<file path="src/sv/mfd_pkg.sv">
// ----------------------------------------------------------------------------
// mfd_pkg
// Widths, register indexes and limits shared by the feedback decoder files.
// ----------------------------------------------------------------------------
package mfd_pkg;

    localparam int ID_W      = 11;
    localparam int DLC_W     = 4;
    localparam int RAW_ANG_W = 13;
    localparam int ANG_W     = 14;
    localparam int WORD_W    = 16;
    localparam int TEMP_W    = 8;
    localparam int TURN_W    = 18;
    localparam int TOTAL_W   = 32;

    localparam int CFG_IDX_W  = 8;
    localparam int CFG_DATA_W = 16;

    typedef enum logic [CFG_IDX_W-1:0] {
        REG_MOTOR_ID       = 8'd0,
        REG_CRITICAL_ANGLE = 8'd1
    } cfg_reg_t;

    localparam logic [ID_W-1:0]      MOTOR_ID_RESET = 11'd514;
    localparam logic [RAW_ANG_W-1:0] CRIT_RESET     = 13'd0;
    localparam logic [DLC_W-1:0]     FRAME_BYTES    = 4'd8;

    localparam logic signed [TURN_W-1:0] TURN_MAX = 18'sd131071;
    localparam logic signed [TURN_W-1:0] TURN_MIN = -18'sd131072;

endpackage

</file>
<file path="src/sv/cfg_if.sv">
// ----------------------------------------------------------------------------
// cfg_if
// Register write channel: index and data with valid/ready.
// ----------------------------------------------------------------------------
interface cfg_if;
    logic                              valid;
    logic                              ready;
    logic [mfd_pkg::CFG_IDX_W-1:0]     index;
    logic [mfd_pkg::CFG_DATA_W-1:0]    data;

    modport source (output valid, output index, output data, input ready);
    modport sink   (input valid, input index, input data, output ready);
endinterface

</file>
<file path="src/sv/frame_if.sv">
// ----------------------------------------------------------------------------
// frame_if
// Received feedback frame channel with valid/ready.
// ----------------------------------------------------------------------------
interface frame_if;
    logic                                 valid;
    logic                                 ready;
    logic [mfd_pkg::ID_W-1:0]             frame_id;
    logic                                 extended_frame;
    logic                                 remote_frame;
    logic [mfd_pkg::DLC_W-1:0]            data_length;
    logic [mfd_pkg::RAW_ANG_W-1:0]        angle_word;
    logic signed [mfd_pkg::WORD_W-1:0]    speed_word;
    logic signed [mfd_pkg::WORD_W-1:0]    current_word;
    logic [mfd_pkg::TEMP_W-1:0]           temperature_byte;

    modport source (output valid, output frame_id, output extended_frame,
                    output remote_frame, output data_length, output angle_word,
                    output speed_word, output current_word,
                    output temperature_byte, input ready);
    modport sink   (input valid, input frame_id, input extended_frame,
                    input remote_frame, input data_length, input angle_word,
                    input speed_word, input current_word,
                    input temperature_byte, output ready);
endinterface

</file>
<file path="src/sv/result_if.sv">
// ----------------------------------------------------------------------------
// result_if
// Decoded feedback result channel with valid/ready.
// ----------------------------------------------------------------------------
interface result_if;
    logic                                 valid;
    logic                                 ready;
    logic                                 accepted;
    logic [mfd_pkg::ANG_W-1:0]            mapped_angle;
    logic signed [mfd_pkg::WORD_W-1:0]    speed;
    logic signed [mfd_pkg::WORD_W-1:0]    motor_current;
    logic [mfd_pkg::TEMP_W-1:0]           temperature;
    logic signed [mfd_pkg::TOTAL_W-1:0]   total_angle;

    modport source (output valid, output accepted, output mapped_angle,
                    output speed, output motor_current, output temperature,
                    output total_angle, input ready);
    modport sink   (input valid, input accepted, input mapped_angle,
                    input speed, input motor_current, input temperature,
                    input total_angle, output ready);
endinterface

</file>
<file path="src/sv/motor_feedback_multiturn_decoder.sv">
// ----------------------------------------------------------------------------
// motor_feedback_multiturn_decoder
// Filters motor feedback frames, tracks turns and reports total angle.
// ----------------------------------------------------------------------------
//   channel  dir  handshake     payload
//   cfg      in   valid/ready   index, data (ready always high)
//   frame    in   valid/ready   frame_id .. temperature_byte
//   result   out  valid/ready   accepted .. total_angle
//
// One item per cycle sustained while result.ready stays high. Two register
// stages: an accepted frame is registered in stage 1, then in the output
// register. Stage 1 does filter, remap and turn update; stage 2 does the
// turn-times-counts multiply and the total sum into the output register.
// Reset clears the tracking state and loads register defaults.
// A stalled result holds both stages; frame.ready drops only while stage 1
// is full behind a stalled result.
// ----------------------------------------------------------------------------
module motor_feedback_multiturn_decoder #(
    parameter int COUNTS_PER_TURN = 8192
) (
    input  logic            clk,
    input  logic            rst_n,
    cfg_if.sink             cfg,
    frame_if.sink           frame,
    result_if.source        result
);

    localparam int ANG_W  = mfd_pkg::ANG_W;
    localparam int TURN_W = mfd_pkg::TURN_W;
    localparam int PROD_W = 2 * TURN_W;
    localparam logic [ANG_W-1:0]         CPT_ANG = ANG_W'(COUNTS_PER_TURN);
    localparam logic signed [TURN_W-1:0] HALF    = TURN_W'(COUNTS_PER_TURN / 2 - 1);
    localparam logic signed [TURN_W-1:0] CPT_S   = TURN_W'(COUNTS_PER_TURN);

    // configuration
    logic [mfd_pkg::ID_W-1:0]      motor_id_reg;
    logic [mfd_pkg::RAW_ANG_W-1:0] crit_reg;

    // tracking state
    logic                          started_reg;
    logic [ANG_W-1:0]              start_reg;
    logic [ANG_W-1:0]              prev_reg;
    logic signed [TURN_W-1:0]      turn_reg;

    // stage 1
    logic                          s1_valid_reg;
    logic                          s1_acc_reg;
    logic [ANG_W-1:0]              s1_mapped_reg;
    logic signed [mfd_pkg::WORD_W-1:0] s1_speed_reg;
    logic signed [mfd_pkg::WORD_W-1:0] s1_current_reg;
    logic [mfd_pkg::TEMP_W-1:0]    s1_temp_reg;
    logic signed [TURN_W-1:0]      s1_turn_reg;
    logic [ANG_W-1:0]              s1_start_reg;

    // output stage
    logic                          out_valid_reg;
    logic                          out_acc_reg;
    logic [ANG_W-1:0]              out_mapped_reg;
    logic signed [mfd_pkg::WORD_W-1:0] out_speed_reg;
    logic signed [mfd_pkg::WORD_W-1:0] out_current_reg;
    logic [mfd_pkg::TEMP_W-1:0]    out_temp_reg;
    logic signed [mfd_pkg::TOTAL_W-1:0] out_total_reg;

    logic                          frame_fire;
    logic                          hit;
    logic                          lift;
    logic [ANG_W-1:0]              mapped;
    logic [ANG_W-1:0]              prev_eff;
    logic [ANG_W-1:0]              start_next;
    logic signed [TURN_W-1:0]      diff;
    logic signed [TURN_W-1:0]      turn_next;
    logic                          s1_advance;
    logic signed [PROD_W-1:0]      prod;
    logic signed [mfd_pkg::TOTAL_W-1:0] total_next;

    assign cfg.ready   = 1'b1;
    assign s1_advance  = !out_valid_reg || result.ready;
    assign frame.ready = !s1_valid_reg || s1_advance;
    assign frame_fire  = frame.valid && frame.ready;

    assign hit = !frame.extended_frame && !frame.remote_frame
              && (frame.data_length == mfd_pkg::FRAME_BYTES)
              && (frame.frame_id == motor_id_reg);

    assign lift   = (crit_reg != '0) && (frame.angle_word < crit_reg);
    assign mapped = lift ? ({1'b0, frame.angle_word} + CPT_ANG)
                         : {1'b0, frame.angle_word};

    // first frame compares against itself, so no turn is counted
    assign prev_eff   = started_reg ? prev_reg : mapped;
    assign start_next = started_reg ? start_reg : mapped;
    assign diff = $signed({{(TURN_W-ANG_W){1'b0}}, mapped})
                - $signed({{(TURN_W-ANG_W){1'b0}}, prev_eff});

    always_comb
    begin
        turn_next = turn_reg;
        if (diff > HALF)
        begin
            if (turn_reg != mfd_pkg::TURN_MIN)
                turn_next = turn_reg - TURN_W'(1);
        end
        else if (diff < -HALF)
        begin
            if (turn_reg != mfd_pkg::TURN_MAX)
                turn_next = turn_reg + TURN_W'(1);
        end
    end

    assign prod = s1_turn_reg * CPT_S;
    assign total_next = s1_acc_reg
        ? (prod[mfd_pkg::TOTAL_W-1:0]
           + $signed({{(mfd_pkg::TOTAL_W-ANG_W){1'b0}}, s1_mapped_reg})
           - $signed({{(mfd_pkg::TOTAL_W-ANG_W){1'b0}}, s1_start_reg}))
        : '0;

    // control and state
    always_ff @(posedge clk or negedge rst_n)
    begin
        if (!rst_n)
        begin
            motor_id_reg  <= mfd_pkg::MOTOR_ID_RESET;
            crit_reg      <= mfd_pkg::CRIT_RESET;
            started_reg   <= 1'b0;
            start_reg     <= '0;
            prev_reg      <= '0;
            turn_reg      <= '0;
            s1_valid_reg  <= 1'b0;
            out_valid_reg <= 1'b0;
        end
        else
        begin
            if (cfg.valid && cfg.ready)
            begin
                case (cfg.index)
                    mfd_pkg::REG_MOTOR_ID:
                        motor_id_reg <= cfg.data[mfd_pkg::ID_W-1:0];
                    mfd_pkg::REG_CRITICAL_ANGLE:
                        crit_reg <= cfg.data[mfd_pkg::RAW_ANG_W-1:0];
                    default:
                        ;
                endcase
            end

            if (frame_fire && hit)
            begin
                started_reg <= 1'b1;
                start_reg   <= start_next;
                prev_reg    <= mapped;
                turn_reg    <= turn_next;
            end

            if (frame_fire)
                s1_valid_reg <= 1'b1;
            else if (s1_advance)
                s1_valid_reg <= 1'b0;

            if (s1_advance)
                out_valid_reg <= s1_valid_reg;
        end
    end

    // payload
    always_ff @(posedge clk)
    begin
        if (frame_fire)
        begin
            s1_acc_reg     <= hit;
            s1_mapped_reg  <= hit ? mapped : '0;
            s1_speed_reg   <= hit ? frame.speed_word : '0;
            s1_current_reg <= hit ? frame.current_word : '0;
            s1_temp_reg    <= hit ? frame.temperature_byte : '0;
            s1_turn_reg    <= turn_next;
            s1_start_reg   <= start_next;
        end
        if (s1_advance && s1_valid_reg)
        begin
            out_acc_reg     <= s1_acc_reg;
            out_mapped_reg  <= s1_mapped_reg;
            out_speed_reg   <= s1_speed_reg;
            out_current_reg <= s1_current_reg;
            out_temp_reg    <= s1_temp_reg;
            out_total_reg   <= total_next;
        end
    end

    assign result.valid         = out_valid_reg;
    assign result.accepted      = out_acc_reg;
    assign result.mapped_angle  = out_mapped_reg;
    assign result.speed         = out_speed_reg;
    assign result.motor_current = out_current_reg;
    assign result.temperature   = out_temp_reg;
    assign result.total_angle   = out_total_reg;

endmodule

</file>
<file path="src/flat_wrapper.sv">
// flat-port wrapper written by rule: the top's interface ports become plain ports
module motor_feedback_multiturn_decoder_flat 
#(
    parameter int COUNTS_PER_TURN = 8192
)
  (clk, rst_n, cfg_valid, cfg_index, cfg_data, cfg_ready, frame_valid, frame_frame_id, frame_extended_frame, frame_remote_frame, frame_data_length, frame_angle_word, frame_speed_word, frame_current_word, frame_temperature_byte, frame_ready, result_valid, result_accepted, result_mapped_angle, result_speed, result_motor_current, result_temperature, result_total_angle, result_ready);
  cfg_if cfg_i ();
  frame_if frame_i ();
  result_if result_i ();
  input  logic clk;
  input  logic rst_n;
  input wire logic [$bits(cfg_i.valid)-1:0] cfg_valid;
  input wire logic [$bits(cfg_i.index)-1:0] cfg_index;
  input wire logic [$bits(cfg_i.data)-1:0] cfg_data;
  output wire logic [$bits(cfg_i.ready)-1:0] cfg_ready;
  input wire logic [$bits(frame_i.valid)-1:0] frame_valid;
  input wire logic [$bits(frame_i.frame_id)-1:0] frame_frame_id;
  input wire logic [$bits(frame_i.extended_frame)-1:0] frame_extended_frame;
  input wire logic [$bits(frame_i.remote_frame)-1:0] frame_remote_frame;
  input wire logic [$bits(frame_i.data_length)-1:0] frame_data_length;
  input wire logic [$bits(frame_i.angle_word)-1:0] frame_angle_word;
  input wire logic [$bits(frame_i.speed_word)-1:0] frame_speed_word;
  input wire logic [$bits(frame_i.current_word)-1:0] frame_current_word;
  input wire logic [$bits(frame_i.temperature_byte)-1:0] frame_temperature_byte;
  output wire logic [$bits(frame_i.ready)-1:0] frame_ready;
  output wire logic [$bits(result_i.valid)-1:0] result_valid;
  output wire logic [$bits(result_i.accepted)-1:0] result_accepted;
  output wire logic [$bits(result_i.mapped_angle)-1:0] result_mapped_angle;
  output wire logic [$bits(result_i.speed)-1:0] result_speed;
  output wire logic [$bits(result_i.motor_current)-1:0] result_motor_current;
  output wire logic [$bits(result_i.temperature)-1:0] result_temperature;
  output wire logic [$bits(result_i.total_angle)-1:0] result_total_angle;
  input wire logic [$bits(result_i.ready)-1:0] result_ready;
  assign cfg_i.valid = cfg_valid;
  assign cfg_i.index = cfg_index;
  assign cfg_i.data = cfg_data;
  assign cfg_ready = cfg_i.ready;
  assign frame_i.valid = frame_valid;
  assign frame_i.frame_id = frame_frame_id;
  assign frame_i.extended_frame = frame_extended_frame;
  assign frame_i.remote_frame = frame_remote_frame;
  assign frame_i.data_length = frame_data_length;
  assign frame_i.angle_word = frame_angle_word;
  assign frame_i.speed_word = frame_speed_word;
  assign frame_i.current_word = frame_current_word;
  assign frame_i.temperature_byte = frame_temperature_byte;
  assign frame_ready = frame_i.ready;
  assign result_valid = result_i.valid;
  assign result_accepted = result_i.accepted;
  assign result_mapped_angle = result_i.mapped_angle;
  assign result_speed = result_i.speed;
  assign result_motor_current = result_i.motor_current;
  assign result_temperature = result_i.temperature;
  assign result_total_angle = result_i.total_angle;
  assign result_i.ready = result_ready;
  motor_feedback_multiturn_decoder #(.COUNTS_PER_TURN(COUNTS_PER_TURN)) u_core (.clk(clk), .rst_n(rst_n), .cfg(cfg_i), .frame(frame_i), .result(result_i));
endmodule
</file>
<file path="config.mk">
export PLATFORM = sky130hd
export DESIGN_NAME = motor_feedback_multiturn_decoder_flat
export DESIGN_NICKNAME = d
export VERILOG_FILES = /design/src/sv/mfd_pkg.sv /design/src/sv/cfg_if.sv /design/src/sv/frame_if.sv /design/src/sv/result_if.sv /design/src/sv/motor_feedback_multiturn_decoder.sv /design/src/flat_wrapper.sv
export SDC_FILE = /design/constraint.sdc
export NUM_CORES = 1
export LEC_CHECK = 0
export BUFFER_PORTS_ARGS = -buffer_cell sky130_fd_sc_hd__clkbuf_2
export CORE_MARGIN = 4
export CORE_UTILIZATION = 39
export DETAILED_ROUTE_END_ITERATION = 10
export PLACE_DENSITY = 0.68
export SETUP_SLACK_MARGIN = 0.05
export SYNTH_ARGS = -nofsm -noshare
export SYNTH_HDL_FRONTEND = slang
export SYNTH_SLANG_ARGS = --single-unit
</file>
<file path="constraint.sdc">
create_clock -name clk -period 4.55 [get_ports clk]
set_input_delay 0.2275 -clock clk [delete_from_list [all_inputs] [get_ports clk]]
set_output_delay 0.2275 -clock clk [all_outputs]
set_load 0.03 [all_outputs]
</file>
## Word level (Yosys, flattened, before mapping)

Cells that the tools add are included.

| operators by class | value |
|---|---|
| $add $sub $neg | 6 |
| $lt $le $gt $ge | 3 |
| equal/unequal tests | 5 |
| multiplexer cells | 9 |
| reduce and logical (&&, ||, !) cells | 18 |

Operators by type and width:

| kind | count |
|---|---|
| $mux 18 | 4 |
| $mux 14 | 3 |
| $ne 18x18->1 const B | 2 |
| $add 31x15->32 | 1 |
| $sub 32x14->32 | 1 |
| $add 18x2->18 const B | 1 |
| $gt 18x13->1 const B | 1 |
| $lt 18x13->1 const B | 1 |
| $sub 18x2->18 const B | 1 |
| $sub 14x14->15 | 1 |
| $add 13x14->14 const B | 1 |
| $lt 13x13->1 | 1 |
| $reduce_bool 13->1 | 1 |
| $eq 11x11->1 | 1 |
| $eq 8x1->1 const B | 1 |
| $logic_not 8->1 | 1 |
| $logic_and 1x1->1 | 7 |
| $eq 4x4->1 const B | 1 |
| $logic_not 1->1 | 4 |
| $reduce_and 2->1 | 2 |
| $logic_or 1x1->1 | 2 |
| $mux 1 | 2 |
| $reduce_bool 2->1 | 1 |

| storage, ports and cells | value |
|---|---|
| register bits | 247 |
| input bits | 99 |
| output and inout port bits | 90 |
| word-level logic and storage cells | 62 |

## Longest topological paths before layout

Gate-level depths: netlist of run 1.

| depth | value |
|---|---|
| depth in word-level cells | 8 |
| depth in mapped cells | 21 |
| depth with buffers taken out | 19 |

## Worst setup path before layout of run 1

Ideal clock, no wire load.

| path | value |
|---|---|
| path kind | register -> register |
| start | register u_core.out_valid_reg, in the netlist u_core.result.valid |
| end | register u_core.turn_reg[8] |
| arrival | 4246 ps |
| path slack | 224 ps |
| cell stages (with the launch flop) | 8 |
| buffers on the path | 0 |
| cell sequence | dfrtp_1 > nand3b_1 > nand2_1 > inv_1 > nand4_1 > or3_1 > o32ai_1 > xor2_1 |

| on the way | value |
|---|---|
| longest elaborated chain between the ends | 5 |

Ends and longest elaborated chain:

| what | RTL line | RTL |
|---|---|---|
| start: declaration | motor_feedback_multiturn_decoder.sv:56 | `logic out_valid_reg;` |
| start signal: assignment | motor_feedback_multiturn_decoder.sv:159 | `out_valid_reg <= s1_valid_reg;` |
| $logic_not 1->1 | motor_feedback_multiturn_decoder.sv:77 | `assign s1_advance = !out_valid_reg \|\| result.ready;` |
| $logic_or 1x1->1 | motor_feedback_multiturn_decoder.sv:77 |  |
| $logic_or 1x1->1 | motor_feedback_multiturn_decoder.sv:78 | `assign frame.ready = !s1_valid_reg \|\| s1_advance;` |
| net frame_ready | flat_wrapper.sv:25 | `output wire logic [$bits(frame_i.ready)-1:0] frame_ready;` |
| $logic_and 1x1->1 | motor_feedback_multiturn_decoder.sv:79 | `assign frame_fire = frame.valid && frame.ready;` |
| net u_core.frame_fire | motor_feedback_multiturn_decoder.sv:64 | `logic frame_fire;` |
| $logic_and 1x1->1 | motor_feedback_multiturn_decoder.sv:145 | `if (frame_fire && hit)` |
| end signal: assignment | motor_feedback_multiturn_decoder.sv:150 | `turn_reg <= turn_next;` |
| end: declaration | motor_feedback_multiturn_decoder.sv:43 | `logic signed [TURN_W-1:0] turn_reg;` |

The timed path passes the listed nets, and every way through them passes these cells.
A chain may end at the register's enable or synchronous reset.

## Worst setup path in the final report of run 1

| path | value |
|---|---|
| start | register u_core.crit_reg[1] (netlist bit) |
| end | register u_core.s1_turn_reg[10], data pin |

| on the way | value |
|---|---|
| longest elaborated chain between the ends | 8 |
| elaborated cells between the ends (all ways) | 10 |
| those cells by class | add/sub (1); order compare (3); mux (4); reduce/logical (2) |

Ends and longest elaborated chain:

| what | RTL line | RTL |
|---|---|---|
| start: declaration | motor_feedback_multiturn_decoder.sv:37 | `logic [mfd_pkg::RAW_ANG_W-1:0] crit_reg;` |
| start signal: assignment | motor_feedback_multiturn_decoder.sv:123 | `crit_reg <= mfd_pkg::CRIT_RESET;` |
| start signal: assignment | motor_feedback_multiturn_decoder.sv:139 | `crit_reg <= cfg.data[mfd_pkg::RAW_ANG_W-1:0];` |
| $lt 13x13->1 or $reduce_bool 13->1 (tied branches) | motor_feedback_multiturn_decoder.sv:85 | `assign lift = (crit_reg != '0) && (frame.angle_word < crit_reg);` |
| $logic_and 1x1->1 * | motor_feedback_multiturn_decoder.sv:85 |  |
| net u_core.lift | motor_feedback_multiturn_decoder.sv:66 | `logic lift;` |
| $mux 14 * | motor_feedback_multiturn_decoder.sv:86 | `assign mapped = lift ? ({1'b0, frame.angle_word} + CPT_ANG)` |
| $mux 14 | motor_feedback_multiturn_decoder.sv:90 | `assign prev_eff = started_reg ? prev_reg : mapped;` |
| $sub 14x14->15 * | motor_feedback_multiturn_decoder.sv:93 | `- $signed({{(TURN_W-ANG_W){1'b0}}, prev_eff});` |
| $lt 18x13->1 | motor_feedback_multiturn_decoder.sv:103 | `else if (diff < -HALF)` |
| $mux 18 | motor_feedback_multiturn_decoder.sv:103 |  |
| $mux 18 * | motor_feedback_multiturn_decoder.sv:98 | `if (diff > HALF)` |
| net u_core.turn_next[10] | motor_feedback_multiturn_decoder.sv:71 | `logic signed [TURN_W-1:0] turn_next;` |
| end signal: assignment | motor_feedback_multiturn_decoder.sv:173 | `s1_turn_reg <= turn_next;` |
| end: declaration | motor_feedback_multiturn_decoder.sv:52 | `logic signed [TURN_W-1:0] s1_turn_reg;` |

Mark *: on every way through the listed nets, which the timed path passes. The rest lies on a longest branch.

==> key figures, run 1 <==
Drt
  – DRT iter0 DRCs: 708
  – WL final: 28.7 mm
  – Vias per inst: 5.02
  – Drt first pass iters: 6
  – DR DRC count: 0
  – Routed vias: around 9300
  – ANT nets after route: 0
  – WL/cell: 15.6 µm

Critical path
  – FF-to-FF Start: u_core.crit_reg[1]
  – Crit path max fanout: 17
  – CP Launch Type: flop
  – Max incr delay on CP: 390 ps
  – Worst-path cell chain: inv_1, ha_1, a21o_1, a21o_1, a21o_1, a21o_1, a21o_1, a2111oi_2, nor2_2, inv_1, mux2i_1, ha_1, a21o_1, a311o_1, nor4_4, nor2_4, buf_4, o31ai_1, xnor2_1
  – R2R depth: 19
  – Crit path DAT: between 4000 and 5000 ps
  – Critical Path Sink Type: flop
  – WP data required: 4850 ps
  – Reg2Reg Setup Slack: 330 ps
  – Most frequent CP cell: a21o_1
  – CP Class: flop to flop
  – R2R Path End: u_core.s1_turn_reg[10]
  – Worst path slowest cell: a2111oi_2

STA
  – Slew Viols, Final: 0
  – RSZ-0062 raised after global routing: no
  – Final setup violation count: 0
  – Fin worst setup slack: 326 ps
  – TNS Setup: 0 ps
  – Worst Tran Pin Value: 1020 ps
  – Period utilisation layout: a little over 90%
  – Relative max-transition margin: between 30% and 40%
  – Fin. Hold Viols: 0
  – Final Skew: 15.4 ps
  – Fmax achieved: 237 MHz
  – Minimum clock period: 4220 ps

Clock network
  – Clock Pin Slew Worst Setup and Hold Paths: 60 ps
  – CTS Sinks: 247
  – CTS Buf Count: 28
  – Clock Latency Late Sink: between 500 and 600 ps
  – Root Driver: clkbuf_16
  – H-tree depth: 1
  – TritonCTS clock tree: done
  – CTS max path bufs: 3

Synth
  – Synth Cell Area: 12800 µm²
  – Seq/Total Area, Yosys: between 50% and 60%
  – Mapped Cells: roughly 1100
  – Top post-synthesis cells by area: edfxtp_1, dfrtp_1, ha_1
  – Yosys warnings: 0
  – Synth cell count leaders: edfxtp_1, nand2_1, dfrtp_1, ha_1, inv_1
  – Post-synth top flop: edfxtp_1
  – Mapped Nets: 1285
  – Count leader, synth: edfxtp_1
  – Ys async rst share: 29.6%
  – Post-synth top area cell: edfxtp_1
  – #FFs+latches synth: about 250
  – Area share of the largest cell type after synthesis: about 41%
  – Syn_area_per_cell: 11.5 µm²
  – Synth unique cells: between 70 and 80
  – EDFF count, synth: between 150 and 200

Floorplanning
  – # IOs: between 150 and 200
  – Starting density of the core: 39.5%
  – Chip width: 189 µm
  – Die ar.: 35800 µm²
  – Cell Rows: 66
  – Core ar.: between 30000 and 40000 µm²
  – Die Height: 189 µm

Global route
  – Number of global-route vias before repair: 9146
  – Largest net degree at the start of global routing: 74
  – First-pass GRT wire length: roughly 46 mm
  – Initial antenna violation count: 0
  – Global route overflow: 0
  – GRT Util Overall: 15.5%

Layout
  – ANT cells: 0
  – Area delta synth->final: 24.8%
  – Max reg flops: 32
  – Final nets: 1554
  – Fillcell total: 2888
  – Layout cells sized above 1: 22.8%

Worst hold path
  – Hold path cells: 3
  – Hold_sp: frame_angle_word[12]
  – HP Class: input port to flop
  – Worst hold path endpoint: u_core.prev_reg[12]

Place
  – RD Place Congestion: 0.845
  – Number of port buffers: 184
  – Post-DP HPWL: 20.1 mm
  – Place WS: 276 ps

Flow run
  – Max-Cap Viols: 0

Run status
  – Outcome: completed

Pwr
  – Lkg Pwr: 7.08 nW
  – Worst VDD drop: 0.266 mV
  – PwrDens: 385 nW/µm²
[where the power goes]
group	leakage (nW)	total (mW)	switching [mW]	internal (mW)
Clock	0.474	2.36	0.950	1.41
Sequential	2.68	2.64	0.0601	2.58
Combinational	3.93	1.17	0.717	0.449
[metrics by stage]
stage | util (%) | area (µm²) | power (mW) | hold WS [ps] | std cells
final | 49.3 | 16000 | 6.16 | 16.9 | 1844
after global routing | 49.3 | 16000 | 6.46 | 16.4 | 1844
after CTS | 49.2 | 16000 | 6.21 | 0.603 | 1841
after detailed placement | 44.1 | 14300 | 3.78 | 405 | 1722
after global placement | 44.1 | 14300 | 3.75 | 401 | 1722
after floorplan | - | 12800 | 3.45 | -68.1 | 1112
[kinds of logic (layout without fill, tap and decap cells)]
kind of cell / count (synthesis) / count (layout) / share of synthesized area, %
adder cells (fa/ha/maj): 74 / 74 / 7.40
multiplexers: 40 / 40 / 3.49
other: 1 / 1 / 0.0293
buffers and inverters: 105 / 395 / 3.16
XOR/XNOR: 67 / 67 / 4.58
AND/OR/NAND/NOR: 365 / 365 / 14.9
flip-flops: 247 / 247 / 55.0
AO/OA/AOI/OAI: 213 / 213 / 11.4
[layout by cell type, fill, tap and decap left out, types with 11 or more instances in the layout]
master,n
clkbuf_2,183
edfxtp_1,174
nand2_1,88
ha_1,71
dfrtp_1,71
inv_1,69
dlygate4sd3_1,68
nor2_1,66
and2_1,61
a21oi_1,54
xor2_1,42
mux2_2,38
o21ai_0,34
a21o_1,31
clkbuf_16,29
nand3_1,25
xnor2_1,25
nor3_1,24
buf_4,22
nor2b_1,18
nand2b_1,16
nand4_1,14
o22ai_1,11
o32ai_1,11
[how the worst max path moves through the flow]
| stage | startpoint | endpoint | depth (start not counted) |
|---|---|---|---|
| floorplan | u_core.result.valid | u_core.turn_reg[8] | 7 |
| global placement | u_core.crit_reg[1] | u_core.s1_turn_reg[15] | 19 |
| detailed placement | u_core.crit_reg[1] | u_core.turn_reg[10] | 19 |
| CTS | u_core.crit_reg[1] | u_core.turn_reg[10] | 18 |
| global route | u_core.crit_reg[1] | u_core.s1_turn_reg[11] | 19 |
| finish | u_core.crit_reg[1] | u_core.s1_turn_reg[10] | 19 |
[per-layer routing]
layer  track usage (%)  part of all wire [%]
met2              25.6                    46
met4              4.17                   2.2
met3              2.47                   5.5
met1              21.5                    46
met5                 0                     0
[worst max-delay path, delay by kind of cell, from the launching register on]
family / cells / cell delay (ps)
buf+inv: 3 / 330
flops: 1 / 360
fa+ha+maj: 2 / 590
mux: 1 / 70
simple gates: 3 / 510
xor+xnor: 1 / 90
compound gates: 9 / 2030
[layout make-up]
type                    count  area, µm²  share of cell area (%)
multi-input cells         760       5380                    33.6
repair buffers            273       1760                    11.0
clock buffers              31        733                    4.58
clock inverters            20        246                    1.54
well taps                 442        553                    3.46
inverters                  71        268                    1.67
flip-flops and latches    247       7050                    44.1
[what timing repair did]
action                                  in CTS  in global routing
endpoints found under the setup margin       0                 18
setup buffers                                0                  3
hold buffers                                68                  0
endpoints found under the hold margin      148                  0
gates resized for setup                      0                  4
Power figures use the tool's default switching activity.
==> inputs of run 2 (changes only) <==
- HOLD_SLACK_MARGIN: unset -> 0.02
==> key figures, run 2 (synthesized netlist as in run 1, its figures left out) <==
Global route
  – Number of global-route vias before repair: 9152 (+0.066%)
  – Initial antenna violation count: 0 (unchanged)
  – Global route overflow: 0 (unchanged)
  – Largest net degree at the start of global routing: 74 (unchanged)
  – First-pass GRT wire length: 46.4 mm (about the same)
  – GRT Util Overall: 15.5% (about the same)

STA
  – Fin. Hold Viols: 0 (unchanged)
  – Fmax achieved: 237 MHz (about the same)
  – Worst Tran Pin Value: 1030 ps (+10.2 ps)
  – Final setup violation count: 0 (unchanged)
  – Final Skew: 14.7 ps (-0.727 ps)
  – TNS Setup: 0 ps (unchanged)
  – Minimum clock period: 4220 ps (-2.87 ps)
  – WHS: 92.2 ps (+75.3 ps)
  – Slew Viols, Final: 0 (unchanged)
  – RSZ-0062 raised after global routing: no
  – Relative max-transition margin: 31.5% (-0.68 points)
  – Period utilisation layout: 92.8% (about the same)

Pwr
  – Sw Pwr: 1.73 mW (+0.13%)
  – PwrDens: 385 nW/µm² (about the same)
  – Int Pwr: 4.44 mW (about the same)
  – Pwr Total: 6.17 mW (about the same)
  – Combinational power share: 18.9% (about the same)
  – Sw Share: 28.0% (about the same)
  – Seq pwr share: 42.8% (about the same)
  – Clock share of power: 38.2% (about the same)
  – Worst VDD drop: 0.266 mV (about the same)
  – Lkg Pwr: 7.09 nW (about the same)

Floorplanning
  – Die ar.: 35800 µm² (unchanged)
  – # IOs: 189 (unchanged)
  – Cell Rows: 66 (unchanged)
  – Core ar.: 32500 µm² (unchanged)
  – Starting density of the core: 39.5% (unchanged)
  – Chip width: 189 µm (unchanged)
  – Die Height: 189 µm (unchanged)

Layout
  – Commonest non-fill, non-tap cell in the layout: clkbuf_2
  – Layout cells sized above 1: 22.8% (about the same)
  – Max reg flops: 32 (unchanged)
  – Commonest cells after routing, fill and taps aside: clkbuf_2, edfxtp_1, nand2_1, ha_1, dfrtp_1
  – Final nets: 1555 (+0.064%)
  – Layout Cells excl Fill: 1845 (+0.054%)
  – Area delta synth->final: 24.9% (about the same)
  – Fillcell total: 2887 (-0.035%)
  – ANT cells: 0 (unchanged)

Clock network
  – Clock Latency Late Sink: 550 ps (about the same)
  – Clock Pin Slew Worst Setup and Hold Paths: 60 ps (about the same)
  – CTS Buf Count: 28 (unchanged)
  – Root Driver: clkbuf_16
  – H-tree depth: 1 (unchanged)
  – CTS Sinks: 247 (unchanged)
  – TritonCTS clock tree: done
  – CTS max path bufs: 3 (unchanged)

Critical path
  – Crit path DAT: 4520 ps (about the same)
  – Critical Path Sink Type: flop
  – CP Launch Type: flop
  – Reg2Reg Setup Slack: 330 ps (about the same)
  – Crit path max fanout: 17 (unchanged)
  – WP data required: 4850 ps (about the same)
  – CP Class: flop to flop

Place
  – Number of port buffers: 184 (unchanged)
  – RD Place Congestion: 0.845 (unchanged)
  – Inst Count DP: 1722 (unchanged)
  – Post-DP HPWL: 20.1 mm (unchanged)

Drt
  – Routed vias: 9214 (-0.40%)
  – DRT iter0 DRCs: 667 (-5.8%)
  – Drt first pass iters: 5 (-1)
  – WL final: 28.7 mm (+0.16%)
  – Vias per inst: 4.99 (-0.45%)
  – WL/cell: 15.6 µm (+0.11%)
  – DR DRC count: 0 (unchanged)
  – ANT nets after route: 0 (unchanged)

Worst hold path
  – HP Class: input port to flop

Run status
  – Outcome: completed

Flow run
  – Max-Cap Viols: 0 (unchanged)
run 2: cell count changes in the layout (fill, tap and decap cells not counted), sizes merged:
cell,previous run,this run
dlygate4sd3,68,69
run 2: power by group through the flow:
stage	Sequential, mW	Combinational, mW	Clock (mW)
detailed placement	2.69	1.10	0
finish	2.64	1.17	2.36
floorplan	2.82	0.631	0
global placement	2.68	1.07	0
CTS	2.64	1.15	2.42
global route	2.65	1.29	2.53
run 2: final timing paths:
kind | startpoint | to | cells past startpoint
worst max-delay path | u_core.crit_reg[1] | u_core.s1_turn_reg[10] | 19
max in group asynchronous | rst_n | u_core.start_reg[7] | 2
worst min-delay path | frame_angle_word[1] | u_core.prev_reg[1] | 4
worst max register to register | u_core.crit_reg[1] | u_core.s1_turn_reg[10] | 19
worst min register to register | u_core.s1_current_reg[9] | u_core.result.motor_current[9] | 0
min in group asynchronous | rst_n | u_core.motor_id_reg[10] | 2
run 2: per-layer routing:
metal	part of all wire [%]	vias up	GRT usage, %
met2	46	243	25.7
met4	2.2	0	4.17
met1	46	4354	21.5
li1	-	4573	-
met5	0	-	0
met3	5.5	44	2.47
run 2: layout make-up:
cell class | count | area, µm² | share of cell area (%)
Tap cell | 442 | 553 | 3.45
Inverter | 71 | 268 | 1.67
Clock inverter | 20 | 246 | 1.54
Multi-Input combinational cell | 760 | 5380 | 33.6
Sequential cell | 247 | 7050 | 44.1
Clock buffer | 31 | 733 | 4.58
Timing Repair Buffer | 274 | 1770 | 11.1
run 2: through the flow:
| stage | utilization (%) | cell area (µm²) | setup slack [ps] |
|---|---|---|---|
| 2_1_floorplan | - | 12800 | 224 |
| 3_3_place_gp | 44.1 | 14300 | 358 |
| 3_5_place_dp | 44.1 | 14300 | 276 |
| 4_1_cts | 49.2 | 16000 | 236 |
| 5_1_grt | 49.3 | 16000 | 52.1 |
| 6_report | 49.3 | 16000 | 328 |
run 2: critical path, cell delays in order, from the launching register on:
cell,delay (ps)
dfrtp_1,360
inv_1,60
ha_1,270
a21o_1,150
a21o_1,160
a21o_1,170
a21o_1,170
a21o_1,180
a2111oi_2,390
nor2_2,110
inv_1,90
mux2i_1,70
ha_1,320
a21o_1,200
a311o_1,380
nor4_4,240
nor2_4,160
buf_4,160
o31ai_1,230
xnor2_1,90
run 2: repair_timing:
action                                 CTS  global route
resized for setup                        0             4
setup buffers                            0             3
endpoints found under the hold margin  150             0
hold buffers                            69             0
setup endpoints to repair                0            18
